[src/rtl/cpq_pkg.sv]
package cpq_pkg;

  // Storage depth of the departure buffer (one cell per entry).
  localparam int QUEUE_DEPTH = 256;
  localparam int CNT_W       = $clog2(QUEUE_DEPTH + 1);

  localparam int TIME_W  = 64;
  localparam int DELAY_W = 32;
  localparam int LIMIT_W = 8;
  localparam int DEST_W  = 16;
  localparam int CFG_W   = 32;
  localparam int CFG_IDX_W = 2;

  // Register indexes on the configuration port.
  localparam logic [CFG_IDX_W-1:0] REG_PROCESS_DELAY = 2'd0;
  localparam logic [CFG_IDX_W-1:0] REG_CREDIT_GAP    = 2'd1;
  localparam logic [CFG_IDX_W-1:0] REG_BUFFER_LIMIT  = 2'd2;

  localparam logic [LIMIT_W-1:0] BUFFER_LIMIT_RESET = 8'd8;

  typedef struct packed {
    logic              is_credit;
    logic [TIME_W-1:0] now_ns;
    logic [TIME_W-1:0] packet_time_ns;
    logic [DEST_W-1:0] dest_id;
  } cpq_in_t;

  typedef struct packed {
    logic              forwarded;
    logic [TIME_W-1:0] depart_ns;
    logic [DEST_W-1:0] out_dest_id;
    logic              out_is_credit;
  } cpq_out_t;

  // Control broadcast to every cell of the buffer.
  typedef struct packed {
    logic shift;   // pop the head: every cell takes its neighbour's entry
    logic push;    // the first empty cell takes push_value
  } cell_ctrl_t;

endpackage

[src/rtl/cpq_cell.sv]
module cpq_cell (
  input  logic                      clk,
  input  logic                      rst,
  input  cpq_pkg::cell_ctrl_t       ctrl,
  input  logic [cpq_pkg::TIME_W-1:0] push_value,
  input  logic                      prev_valid,
  input  logic                      next_valid,
  input  logic [cpq_pkg::TIME_W-1:0] next_value,
  output logic                      valid,
  output logic [cpq_pkg::TIME_W-1:0] value
);
  import cpq_pkg::*;

  always_ff @(posedge clk) begin
    if (rst) begin
      valid <= 1'b0;
    end else if (ctrl.shift) begin
      valid <= next_valid;
    end else if (ctrl.push && !valid && prev_valid) begin
      valid <= 1'b1;
    end
  end

  // payload: no reset
  always_ff @(posedge clk) begin
    if (ctrl.shift) begin
      value <= next_value;
    end else if (ctrl.push && !valid && prev_valid) begin
      value <= push_value;
    end
  end

endmodule

[config.mk]
export PLATFORM = sky130hd
export DESIGN_NAME = cpq_cell
export DESIGN_NICKNAME = d
export VERILOG_FILES = /design/src/rtl/cpq_pkg.sv /design/src/rtl/cpq_cell.sv
export SDC_FILE = /design/constraint.sdc
export NUM_CORES = 1
export LEC_CHECK = 0
export BUFFER_PORTS_ARGS = -buffer_cell sky130_fd_sc_hd__clkbuf_2
export CAP_MARGIN = 20
export CORE_UTILIZATION = 41
export DETAILED_ROUTE_END_ITERATION = 6
export PLACE_DENSITY = 0.86
export SYNTH_ARGS = -nofsm -noshare
export SYNTH_HDL_FRONTEND = slang
export SYNTH_SLANG_ARGS = --single-unit
[constraint.sdc]
create_clock -name clk -period 4.5 [get_ports clk]
set_input_delay 0.225 -clock clk [delete_from_list [all_inputs] [get_ports clk]]
set_output_delay 0.225 -clock clk [all_outputs]
set_load 0.005 [all_outputs]
==> results.cfg <==
[min_path]
worstHoldStart = rst
whs_path_depth = 2
hold_path.class = in -> reg

[timing]
rsz0062_at_grt = no
fin_crit_ns = 1.926
tns_ns = 0
period_share_pct = 42.79
final_max_slew_viol_count = 0
fmax_mhz = 519.3
fin_worst_skew_ns = 0.003760
finalHoldViolations = 0
tightest_slew_ns = 0.7918
setup_violations = 0
maxSlewHeadroom_pct = 47.07

[die]
die_x_um = 83.94
initial_core_util_pct = 42.86
die_y_um = 83.94
placeableCoreArea_um2 = 6422
ios = 199
die-area_um2 = 7045
num_rows = 29

[cells_and_area]
finalNetCount = 479
drive_gt1_share_pct = 79.14
diodes = 0
fin_cells = 427
syn_to_final_growth_pct = 44.86
fin_area_um2 = 3988

[synth]
synthTopCellsByCount = 64 x edfxtp_1, 64 x mux2_2, 3 x buf_2, 3 x buf_6
yosysTopAreaCellShare_pct = 69.82
netlist_area_um2 = 2753
post_synth_num_cell_types = 11
synth-edff-count = 64
synth_top_flop_cell = edfxtp_1
async_flop_share_pct = 0
synth_nets = 275
syn-instance-count = 141
ys_seq_elements = 65
synthTopCellsByArea = edfxtp_1 70%, mux2_2 26%, buf_6 1.2%
synth_warnings = 0
avgSynthCellArea_um2 = 19.52
synth_top_cell_by_area = edfxtp_1
yosysSeqAreaShare_pct = 70.55

[cts]
clk_latency_ns = 0.32
cts_tree = built
cts_hold_buf = 0
clk_pin_slew_ns = 0.06
postCtsSetupBuffers = 0
cts_resized = 0
numClockSinks = 65
clock_path_buffers = 2
htreeDepth = 3
cts_root_buffer = clkbuf_8
cts-buffers-inserted = 9

[critical_path]
reg2regPathDepth = 2
crit_required_ns = 4.47
crit_start = valid$_SDFFE_PP0P_
crit_type = reg -> reg
cp.arrival_ns = 1.90
cp_max_fo = 37
r2r_start = valid$_SDFFE_PP0P_
crit_path_start_kind = flop
cp-end-kind = flop

[global_route]
grt_antenna_before_repair = 0
use_met1_pct = 18.97
grt_max_degree = 67
grt_overflow = 0
grt.met2_usage_pct = 32.49
use_met3_pct = 5.737
grt_busiest_layer = met2
grt_usage_pct = 18.14
first_global_vias = 2000
grt_pass1_wl_um = 9556

[routing]
viasPerCell = 4.689
drt_wl_total_um = 6077
vias = 2002
routedWlPerCell_um = 14.23
drtIter0Drc = 82
route.detailed.drc = 30
drt_pre_antenna_iters = 6
detail-route-antenna-nets = 0

[placement]
place_area_um2 = 3810
port_buffers = 198
dp_cells = 411
place_hpwl_um = 4610
gp_congestion = 0.7367

[pwr]
p_leak_uw = 0.001836
switching_share_pct = 21.23
p_sw_uw = 294.1
p_per_area_nw_per_um2 = 347.4
ir_drop_mv = 0.2357
pwr-share-seq_pct = 53.5
combPwrFrac_pct = 14.0
p_int_uw = 1091
power_frac_clock_pct = 32.5

[flow_run]
drv_cap = 0

[status]
status = complete, but fails checks
violations = design-rule violations
metal layers:
metal	part of all wire [%]	vias up
met1	37	910
met3	8.9	11
met4	2.1	0
met2	52	122
li1	-	959
met5	0	-
layout by cell type (no fill, tap or decap), drive strengths merged:
cell,Yosys,routed
buf,7,2
mux2,64,64
inv,1,1
clkbuf,0,209
nor2,1,1
o21bai,1,1
clkinv,0,4
dfxtp,1,1
nand2,1,1
edfxtp,64,64
a221oi,1,1
bufinv,0,1
power groups by stage:
stage / combinational, uW / clock (uW) / sequential, uW
final: 193 / 450 / 742
after global routing: 212 / 494 / 746
after CTS: 198 / 468 / 743
after detailed placement: 196 / 0 / 756
after global placement: 191 / 0 / 753
after floorplan: 72.2 / 0 / 764
final cells by class:
| type | instances | area, um^2 |
|---|---|---|
| clock inverter | 5 | 46.29 |
| clock buffer | 11 | 131.4 |
| sequential | 65 | 1942 |
| fill | 499 | 2435 |
| inverter | 1 | 3.754 |
| timing repair buffer | 200 | 1006 |
| tap | 77 | 96.34 |
| multi-input combinational | 68 | 762.0 |
worst max-delay path, stage by stage (launching register included):
cell	delay, ns
dfxtp_1	0.35
o21bai_4	0.66
buf_4	0.54
flip-flops by register name (all words and copies together) (netlist names):
| signal | cells |
|---|---|
| valid | 1 |
| value | 64 |
per-stage QoR:
stage | total power [uW] | setup slack [ns] | util (%) | hold WS [ns]
detailed placement | 952.0 | 2.512 | 59.32 | 0.3946
global placement | 943.9 | 2.562 | 59.32 | 0.3948
global route | 1453 | 2.432 | 62.09 | 0.03514
finish | 1385 | 2.574 | 62.09 | 0.05318
CTS | 1409 | 2.541 | 62.09 | 0.03055
floorplan | 836.4 | 0.6834 | - | 0.2912
path summary, 6_finish.rpt:
kind	endpoint	slack (ns)
min reg2reg	valid$_SDFFE_PP0P_	0.63
min	valid$_SDFFE_PP0P_	0.05
max	value[16]$_DFFE_PP_	2.57
max reg2reg	value[16]$_DFFE_PP_	2.57
cell families after synthesis:
kind of cell | after synthesis | share of synthesized area, %
DFF | 65 | 70.55
muxes | 64 | 26.18
buffers and inverters | 8 | 2.182
AOI/OAI and AO/OA | 2 | 0.8181
and+or+nand+nor | 2 | 0.2725
(Power assumes the default switching activity.)
